### src/design/ddao_pkg.sv
// ----------------------------------------------------------------------------
// Differential drive arc odometry package
// Shared types, fixed-point constants and helper functions.
// ----------------------------------------------------------------------------
package ddao_pkg;

  // Configuration register indexes.
  localparam logic [1:0] CFG_DPR = 2'd0;
  localparam logic [1:0] CFG_TW  = 2'd1;
  localparam logic [1:0] CFG_THR = 2'd2;

  // Configuration reset values.
  localparam logic [23:0] DPR_RESET = 24'd205887;
  localparam logic [23:0] TW_RESET  = 24'd786432;
  localparam logic [15:0] THR_RESET = 16'd537;

  // Angle constants, Q3.29 radians.
  localparam logic signed [34:0] PI_Q29      = 35'sd1686629713;
  localparam logic signed [34:0] TWO_PI_Q29  = 35'sd3373259426;
  localparam logic signed [34:0] HALF_PI_Q29 = 35'sd843314857;

  // CORDIC gain compensation, Q2.30.
  localparam logic signed [33:0] CORDIC_GAIN = 34'sd652032874;
  localparam logic [4:0]         CORDIC_LAST = 5'd29;

  // Heading conversion from hundredths of a degree. The pi constant is split
  // as 18000 * HD_QUOT + HD_REM, so only the small remainder term needs a
  // division by 18000, done as a multiply by a rounded-up reciprocal / 2^44.
  localparam logic [15:0] IMU_WRAP = 16'd36000;
  localparam logic [32:0] HD_QUOT  = 33'd93701;
  localparam logic [32:0] HD_REM   = 33'd11713;
  localparam logic [32:0] HD_ROUND = 33'd9000;
  localparam logic [32:0] HD_RECIP = 33'd977343670;

  // Divider step count.
  localparam logic [6:0] DIV_STEPS = 7'd64;

  // Datapath operations, one per cycle.
  typedef enum logic [4:0] {
    OP_NONE,
    OP_LOAD,
    OP_MUL_L,
    OP_DIST_L,
    OP_MUL_R,
    OP_DIST_R,
    OP_DIV_TH,
    OP_DTH,
    OP_COR_TH,
    OP_COR_HALF,
    OP_MUL_SH,
    OP_DIV_CH,
    OP_MUL_WS,
    OP_CHORD,
    OP_COR_SUM,
    OP_MUL_XS,
    OP_ACC_X,
    OP_MUL_YC,
    OP_ACC_Y,
    OP_MUL_HD,
    OP_DIV_HD,
    OP_MUL_HQ,
    OP_HD
  } dp_op_t;

  // Controller states.
  typedef enum logic [4:0] {
    ST_IDLE,
    ST_MUL_L,
    ST_DIST_L,
    ST_MUL_R,
    ST_DIST_R,
    ST_DIV_TH,
    ST_WAIT_TH,
    ST_DTH,
    ST_BRANCH,
    ST_COR_TH,
    ST_COR_HALF,
    ST_WAIT_HALF,
    ST_MUL_SH,
    ST_DIV_CH,
    ST_WAIT_CH,
    ST_MUL_WS,
    ST_CHORD,
    ST_COR_SUM,
    ST_WAIT_COR,
    ST_MUL_X,
    ST_ACC_X,
    ST_MUL_Y,
    ST_ACC_Y,
    ST_MUL_HD,
    ST_DIV_HD,
    ST_MUL_HQ,
    ST_OUT
  } ctrl_state_t;

  // CORDIC unit phases.
  typedef enum logic [1:0] {
    COR_IDLE,
    COR_REDUCE,
    COR_FOLD,
    COR_ITER
  } cor_phase_t;

  // Status from the datapath to the controller.
  typedef struct packed {
    logic div_busy;
    logic cor_busy;
    logic straight;
    logic out_free;
  } stat_t;

  // Clamp a 64-bit signed value to the signed 32-bit range.
  function automatic logic signed [31:0] sat32(input logic signed [63:0] v);
    logic signed [31:0] r;
    if (v > 64'sd2147483647) begin
      r = 32'sh7fffffff;
    end else if (v < -64'sd2147483648) begin
      r = 32'sh80000000;
    end else begin
      r = v[31:0];
    end
    return r;
  endfunction

  // Rotation angle of one CORDIC step, Q2.30.
  function automatic logic signed [33:0] cordic_step(input logic [4:0] i);
    logic signed [33:0] r;
    case (i)
      5'd0:  r = 34'sd843314857;
      5'd1:  r = 34'sd497837829;
      5'd2:  r = 34'sd263043837;
      5'd3:  r = 34'sd133525159;
      5'd4:  r = 34'sd67021687;
      5'd5:  r = 34'sd33543516;
      5'd6:  r = 34'sd16775851;
      5'd7:  r = 34'sd8388437;
      5'd8:  r = 34'sd4194283;
      5'd9:  r = 34'sd2097149;
      5'd10: r = 34'sd1048576;
      default: r = 34'sd1 <<< (5'd30 - i);
    endcase
    return r;
  endfunction

endpackage

### src/design/ddao_ctrl.sv
// ----------------------------------------------------------------------------
// Odometry controller
// Sequences one update, one op per cycle unless a unit or the output stalls.
// ----------------------------------------------------------------------------
module ddao_ctrl import ddao_pkg::*; (
  input  logic   clk,
  input  logic   rst,
  input  logic   in_valid,
  output logic   in_stall,
  input  stat_t  stat,
  output dp_op_t op
);

  ctrl_state_t state;
  ctrl_state_t state_next;

  // State register.
  always_ff @(posedge clk) begin
    if (rst) begin
      state <= ST_IDLE;
    end else begin
      state <= state_next;
    end
  end

  // Next state.
  always_comb begin
    state_next = state;
    case (state)
      ST_IDLE:      if (in_valid) state_next = ST_MUL_L;
      ST_MUL_L:     state_next = ST_DIST_L;
      ST_DIST_L:    state_next = ST_MUL_R;
      ST_MUL_R:     state_next = ST_DIST_R;
      ST_DIST_R:    state_next = ST_DIV_TH;
      ST_DIV_TH:    state_next = ST_WAIT_TH;
      ST_WAIT_TH:   if (!stat.div_busy) state_next = ST_DTH;
      ST_DTH:       state_next = ST_BRANCH;
      ST_BRANCH:    state_next = stat.straight ? ST_COR_TH : ST_COR_HALF;
      ST_COR_TH:    state_next = ST_WAIT_COR;
      ST_COR_HALF:  state_next = ST_WAIT_HALF;
      ST_WAIT_HALF: if (!stat.cor_busy) state_next = ST_MUL_SH;
      ST_MUL_SH:    state_next = ST_DIV_CH;
      ST_DIV_CH:    state_next = ST_WAIT_CH;
      ST_WAIT_CH:   if (!stat.div_busy) state_next = ST_MUL_WS;
      ST_MUL_WS:    state_next = ST_CHORD;
      ST_CHORD:     state_next = ST_COR_SUM;
      ST_COR_SUM:   state_next = ST_WAIT_COR;
      ST_WAIT_COR:  if (!stat.cor_busy) state_next = ST_MUL_X;
      ST_MUL_X:     state_next = ST_ACC_X;
      ST_ACC_X:     state_next = ST_MUL_Y;
      ST_MUL_Y:     state_next = ST_ACC_Y;
      ST_ACC_Y:     state_next = ST_MUL_HD;
      ST_MUL_HD:    state_next = ST_DIV_HD;
      ST_DIV_HD:    state_next = ST_MUL_HQ;
      ST_MUL_HQ:    state_next = ST_OUT;
      ST_OUT:       if (stat.out_free) state_next = ST_IDLE;
      default:      state_next = ST_IDLE;
    endcase
  end

  // Datapath command for the current state.
  always_comb begin
    op = OP_NONE;
    case (state)
      ST_IDLE:     op = in_valid ? OP_LOAD : OP_NONE;
      ST_MUL_L:    op = OP_MUL_L;
      ST_DIST_L:   op = OP_DIST_L;
      ST_MUL_R:    op = OP_MUL_R;
      ST_DIST_R:   op = OP_DIST_R;
      ST_DIV_TH:   op = OP_DIV_TH;
      ST_DTH:      op = OP_DTH;
      ST_COR_TH:   op = OP_COR_TH;
      ST_COR_HALF: op = OP_COR_HALF;
      ST_MUL_SH:   op = OP_MUL_SH;
      ST_DIV_CH:   op = OP_DIV_CH;
      ST_MUL_WS:   op = OP_MUL_WS;
      ST_CHORD:    op = OP_CHORD;
      ST_COR_SUM:  op = OP_COR_SUM;
      ST_MUL_X:    op = OP_MUL_XS;
      ST_ACC_X:    op = OP_ACC_X;
      ST_MUL_Y:    op = OP_MUL_YC;
      ST_ACC_Y:    op = OP_ACC_Y;
      ST_MUL_HD:   op = OP_MUL_HD;
      ST_DIV_HD:   op = OP_DIV_HD;
      ST_MUL_HQ:   op = OP_MUL_HQ;
      ST_OUT:      op = stat.out_free ? OP_HD : OP_NONE;
      default:     op = OP_NONE;
    endcase
  end

  assign in_stall = state != ST_IDLE;

endmodule
### config.mk
export PLATFORM = sky130hd
export DESIGN_NAME = ddao_ctrl
export DESIGN_NICKNAME = d
export VERILOG_FILES = /design/src/design/ddao_pkg.sv /design/src/design/ddao_ctrl.sv
export SDC_FILE = /design/constraint.sdc
export NUM_CORES = 1
export LEC_CHECK = 0
export BUFFER_PORTS_ARGS = -buffer_cell sky130_fd_sc_hd__buf_2
export CAP_MARGIN = 20
export CORE_AREA = 2 2 39 41
export CTS_BUF_LIST = sky130_fd_sc_hd__clkbuf_4
export DETAILED_ROUTE_END_ITERATION = 6
export DIE_AREA = 0 0 41 43
export PLACE_DENSITY = 0.87
export SYNTH_ARGS = -nofsm -noshare
export SYNTH_HDL_FRONTEND = slang
export SYNTH_SLANG_ARGS = --single-unit
### constraint.sdc
create_clock -name clk -period 2 [get_ports clk]
set_clock_uncertainty 0.15 [all_clocks]
set_input_delay 0.3 -clock clk [delete_from_list [all_inputs] [get_ports clk]]
set_output_delay 0.3 -clock clk [all_outputs]
set_load 0.01 [all_outputs]
* After elaboration in Yosys (flattened, before gate mapping)
Index checks and enable logic that the tools add are counted.
** Word-level totals
- Bits in registers :: 5
** Cells by class
- Equal/unequal tests :: 32
- Muxes and demuxes :: 11
- Reductions and logical operators :: 4
** Operators with widths (count)
- $pmux 5 s26 :: 1
- $pmux 5 s22 :: 1
- $eq 5x5->1 const B :: 11
- $eq 5x4->1 const B :: 8
- $mux 5 :: 7
- $eq 5x3->1 const B :: 4
- $ne 2x2->1 const B :: 6
- $eq 5x2->1 const B :: 2
- $reduce_and 6->1 :: 1
- $eq 5x1->1 const B :: 1
- $logic_not 5->1 :: 1
- $reduce_bool 5->1 :: 1
- $mux 2 :: 1
- $reduce_or 2->1 :: 1
- $mux 1 :: 1

* Depth between registers and ports, before layout
Gate-level depths: netlist of run 1.
- Word-level depth :: 3
- Gate-level depth with buffers :: 6
- Gate-level depth less buffers :: 4

* Least setup slack after synthesis of run 1
No wires, ideal clock.
- Kind :: reg2out
- Start point :: register state[2]
- End point :: output op[1]
- Data arrival time :: 1194 ps
- Path slack :: 356 ps
- Cell stages (with the launch flop) :: 6
- Buffers on the path :: 1
- Cells stage by stage :: dfxtp_1 buf_2 and2b_2 xor2_1 o21ai_0 o21ai_0
** Between the ends
- Cells in the longest elaborated chain, start to end :: 2
** Ends and longest elaborated chain
- start: declaration :: RTL line ddao_ctrl.sv:14 : ctrl_state_t state;
- start signal: assignment :: RTL line ddao_ctrl.sv:22 : state <= state_next;
- $eq 5x5->1, or another cell as far along :: RTL line ddao_ctrl.sv:64 : case (state)
- $pmux 5 s22 (*) :: RTL line ddao_ctrl.sv:64
- end: declaration :: RTL line ddao_ctrl.sv:11 : output dp_op_t op
Every way passes the cells marked *; elsewhere a longest branch is shown, timed or not.

* Worst setup path in the final report of run 1
Same ends and word-level chain as after synthesis.

==> impl_metrics.tcl, run 1 <==
set metrics [dict create \
    status "complete, no violations" \
    regMostFlops "state" \
    period_share_pct 98.3 \
    synth.area.top_cells "dfxtp_1, a21oi_1, buf_4" \
    worstPathRequired_ns 1.55 \
    drc 0 \
    ys_seq_area_share_pct 14.2 \
    synth_top_area_share_pct 14.2 \
    hold_start "rst" \
    ys_warn_count 0 \
    ys_types 41 \
    yosysTopAreaCell "dfxtp_1" \
    ant_nets 0 \
    finalHoldViolCount 0 \
    gp_congestion 0.879 \
    rows 14 \
    synthesis.area_sq_um 707 \
    reg_top3 "state: 5 flops" \
    critPathCaptureType "output port" \
    grt_pass1_wl_mm 3.04 \
    cts_sinks 5 \
    clock_power_share_pct 30.3 \
    grt_use_total_pct 25.4 \
    area_growth_pct 15.6 \
    synth-async-reset-ratio_pct 0 \
    grt_pass1_vias 698 \
    initial_core_util_pct 51.1 \
    synth-edff-count 0 \
    htreeDepth 1 \
    drive_above_1_share_pct 38.1 \
    grt_overflow 0 \
    root_buffer "clkbuf_4" \
    crit_fanout 9 \
    clock_path_buffers 2 \
    p_per_area_nw_per_um2 527 \
    rr_startpoint "state[4]" \
    leakagePower_nw 0.304 \
    fin_hold_ws_ns 0.129 \
    setup_viol 0 \
    worst_slew_pin_slew_ns 0.323 \
    final_cells 121 \
    slew_viol_final 0 \
    final_nets 113 \
    antenna_cells 0 \
    place_inst 117 \
    cp-start-kind "register" \
    first_pass_iters 4 \
    p_switching_mw 0.158 \
    cp-startpoint "state[2]" \
    cts_tree "yes" \
    synth_ff_type "dfxtp_1" \
    fp.dieH_microns 43 \
    clk_pin_slew_ns 0.04 \
    antenna_found_initial 0 \
    wire_per_inst_microns 15.9 \
    intPower_mw 0.273 \
    vdd_drop_max_uv 262 \
    max_clock_freq_ghz 0.509 \
    worstSetupPathType "reg -> out" \
    worst-endpoint-arrival_ns 1.52 \
    clock_latency_ns 0.25 \
    swShare_pct 36.7 \
    synth_cells 92 \
    finalCriticalPeriod_ns 1.97 \
    drtIter0Drc 63 \
    drt_wl_total_mm 1.92 \
    die_w_microns 41 \
    pwr-share-seq_pct 30.4 \
    synth_area_per_cell_sq_um 7.68 \
    grt_max_degree 24 \
    port_buffers 12 \
    die_area_sq_um 1760 \
    maxCapViolCount 0 \
    io_pins 13 \
    synth_fp_nets 99 \
    min_path_type "in -> reg" \
    vias 778 \
    largest_reg_flops 5 \
    ys_ff_latch 5 \
    p_comb_share_pct 39.2 \
    dp_hpwl_mm 1.26 \
    viasPerCell 6.43 \
    cts_buffers 3 \
    post-cts-setup-buffers 0 \
    core_area_sq_um 1380 \
    relSlewSlack_pct 78.3 \
]
worst max-delay path, cell delays in order (launching register included):
cell	delay, ns
dfxtp_4	0.39
and2b_2	0.28
xor2_1	0.15
o21ai_0	0.21
o21ai_1	0.10
buf_2	0.15
cells in the mapped netlist (2+ instances only):
cell type	count
nor2_1	5
nand2b_4	2
nand2_1	9
nand4_1	2
inv_1	3
nor3_1	3
o21ai_0	5
nand3_1	2
and2_4	2
mux2i_1	3
a32oi_1	3
nand2b_1	4
dfxtp_1	5
buf_4	5
a31oi_1	2
buf_2	3
xor2_1	2
a21oi_1	9
logic make-up (layout without fill, tap and decap cells):
| family | after synthesis | in the layout | synth area share, % |
|---|---|---|---|
| AOI/OAI and AO/OA | 29 | 29 | 31.3 |
| xor gates and xnor gates | 3 | 3 | 3.72 |
| buffers and inverters | 12 | 25 | 10.6 |
| DFF | 5 | 5 | 14.2 |
| muxes | 3 | 3 | 4.25 |
| and+or+nand+nor | 40 | 40 | 35.9 |
worst paths after layout:
kind	endpoint	slack [ns]	depth (start not counted)
worst max-delay path	op[1]	0.03	5
worst min-delay path	state[4]	0.13	2
worst max register to register	state[3]	0.33	5
worst min register to register	state[0]	0.47	2
area by class of cell:
type,count,area [sq um]
sequential,5,110
clock buffer,4,30.0
tap,16,20.0
inverter,3,11.3
multi-input combinational,75,537
fill,130,567
timing repair buffer,18,109
cell usage in the layout, fill, tap and decap left out, types with 2 or more instances in the layout:
cell,synthesis,final
a21oi_1,9,9
xor2_1,2,2
clkbuf_4,0,4
nor2_1,5,5
nand4_1,2,2
nand2_1,9,9
nor3_1,3,2
o21ai_0,5,4
and2_4,2,2
a32oi_1,3,3
a31oi_1,2,2
mux2i_1,3,3
buf_2,3,12
inv_1,3,3
buf_4,5,5
nand3_1,2,2
dfxtp_2,0,2
nand2b_4,2,2
nand2b_1,4,4
dfxtp_4,0,2
metal layers:
layer	part of all wire (%)	up-vias	track usage, %
li1	-	365	-
met1	39	366	29.9
met2	52	41	41.3
met3	7.2	6	3.66
met4	2.1	0	14.0
met5	0	-	0
power groups by stage:
stage	sequential (mW)	combinational, mW	clock [mW]
final	0.131	0.169	0.131
after global routing	0.132	0.183	0.139
after CTS	0.129	0.162	0.131
after detailed placement	0.129	0.160	0
after global placement	0.129	0.155	0
after floorplan	0.114	0.128	0
metrics by stage:
step	area (sq um)	setup TNS (ns)	worst slack [ns]	total power, mW	utilization, %
after CTS	802	0	0.0117	0.422	58.0
after global placement	768	0	0.195	0.283	55.5
after detailed placement	768	0	0.0945	0.290	55.5
after floorplan	707	0	0.356	0.242	-
final	817	0	0.0348	0.431	59.0
after global routing	817	-0.0453	-0.0453	0.454	59.0
repair_timing:
item	4_1_cts	5_1_grt
gates cloned	0	0
hold buffers	0	0
gates resized for setup	3	6
setup endpoints to repair	4	4
(Power assumes the default switching activity.)
==> run 2, diff against run 1 <==
--- a/config.mk
+++ b/config.mk
@@ -11,6 +11,7 @@
 export CTS_BUF_LIST = sky130_fd_sc_hd__clkbuf_4
 export DETAILED_ROUTE_END_ITERATION = 6
 export DIE_AREA = 0 0 41 43
+export MAX_ROUTING_LAYER = met4
 export PLACE_DENSITY = 0.87
 export SYNTH_ARGS = -nofsm -noshare
 export SYNTH_HDL_FRONTEND = slang
==> impl_metrics.tcl, run 2 (synthesized netlist as in run 1, its figures left out) <==
set metrics [dict create \
    status "complete, no violations" \
    maxCapViolCount 0 \
    dp_hpwl_mm 1.26 \
    largest_reg_flops 5 \
    clock_latency_ns 0.24 \
    period_share_pct 98.5 \
    wire_per_inst_microns 15.4 \
    viasPerCell 6.40 \
    drc 0 \
    worstPathRequired_ns 1.55 \
    cts_sinks 5 \
    max_clock_freq_ghz 0.508 \
    reg_top3 "state: 5 flops" \
    cts_buffers 3 \
    die_w_microns 41 \
    p_switching_mw 0.155 \
    critPathSlowestCell "dfxtp_4" \
    crit_fanout 9 \
    final_nets 113 \
    relSlewSlack_pct 79.8 \
    regMostFlops "state" \
    pwr-share-seq_pct 30.5 \
    die_area_sq_um 1760 \
    io_pins 13 \
    cp_slowest_stage_delay_ns 0.39 \
    critPathCaptureType "output port" \
    first_pass_iters 5 \
    finalHoldViolCount 0 \
    grt_overflow 0 \
    nFillCells 130 \
    drive_above_1_share_pct 38.1 \
    swShare_pct 36.3 \
    slew_viol_final 0 \
    cts_hold_buf 0 \
    core_area_sq_um 1380 \
    antenna_found_initial 0 \
    vias 774 \
    min_path_type "in -> reg" \
    worstSetupPathType "reg -> out" \
    post-cts-setup-buffers 0 \
    port_buffers 12 \
    clk_pin_slew_ns 0.04 \
    worst-endpoint-arrival_ns 1.52 \
    final_cells 121 \
    grt_pass1_vias 700 \
    setup_viol 0 \
    grt_pass1_wl_mm 3.04 \
    place_inst 117 \
    p_comb_share_pct 39.4 \
    leakagePower_nw 0.304 \
    clock_path_buffers 2 \
    antenna_cells 0 \
    fp.dieH_microns 43 \
    worstPathCellList "and2b_2 > xor2_1 > o21ai_0 > o21ai_1 > buf_2" \
    cp.buffers_inverters 1 \
    p_per_area_nw_per_um2 523 \
    vdd_drop_max_uv 257 \
    grt_use_total_pct 26.0 \
    htreeDepth 1 \
    fin_hold_ws_ns 0.131 \
    worst_slew_pin_slew_ns 0.301 \
    rows 14 \
    initial_core_util_pct 51.1 \
    area_growth_pct 15.6 \
    drtIter0Drc 42 \
    ant_nets 0 \
    cp-start-kind "register" \
    layout.cells.most_common "buf_2" \
    layout_common_cells "buf_2, nand2_1, a21oi_1" \
    finalCriticalPeriod_ns 1.97 \
    intPower_mw 0.273 \
    setup_tns_ns 0 \
    gp_congestion 0.894 \
    cts_tree "yes" \
    root_buffer "clkbuf_4" \
    clock_power_share_pct 30.1 \
    crit_family "flip-flops" \
    grt_max_degree 24 \
    drt_wl_total_mm 1.87 \
]
[run 2: cell counts in the layout (fill, tap and decap cells not counted)]
No cell type changed its count.
[run 2: path summary, 6_finish.rpt]
| path | startpoint | end | slack [ns] | cells after the start |
|---|---|---|---|---|
| worst max register to register | state[4] | state[3] | 0.34 | 5 |
| worst min register to register | state[2] | state[0] | 0.47 | 2 |
| worst min-delay path | rst | state[4] | 0.13 | 2 |
| worst max-delay path | state[2] | op[1] | 0.03 | 5 |
[run 2: cell type report]
cell class | instances | area [sq um] | area share, %
multi-input cells | 75 | 537 | 65.7
well taps | 16 | 20.0 | 2.45
flip-flops and latches | 5 | 110 | 13.5
repair buffers | 18 | 109 | 13.3
inverters | 3 | 11.3 | 1.38
clock buffers | 4 | 30.0 | 3.68
[run 2: routing by layer]
layer  vias to the layer above  GRT usage [%]  share of wire (%)  wire length, microns
li1                        366              -                  -                     -
met1                       362           29.9                 38                   702
met2                        40           41.3                 52                   964
met3                         6           3.66                7.7                   144
met4                         0           14.0                2.9                    54
met5                         -              -                  0                     0
[run 2: metrics by stage]
stage	setup slack [ns]	util (%)	instance area (sq um)	total power [mW]
floorplan	0.356	-	707	0.242
global placement	0.195	55.5	768	0.283
detailed placement	0.0945	55.5	768	0.290
CTS	0.0117	58.0	802	0.422
global route	-0.0453	59.0	817	0.454
finish	0.0310	59.0	817	0.428
[run 2: power by group through the flow]
stage | sequential, mW | combinational (mW) | clock (mW)
5_1_grt | 0.132 | 0.183 | 0.139
6_report | 0.130 | 0.168 | 0.129
3_3_place_gp | 0.129 | 0.155 | 0
3_5_place_dp | 0.129 | 0.160 | 0
2_1_floorplan | 0.114 | 0.128 | 0
4_1_cts | 0.129 | 0.162 | 0.131
[run 2: timing repair]
action,CTS,global route
setup endpoints to repair,4,4
pin swaps,0,0
resized for setup,3,6
cloned,0,0
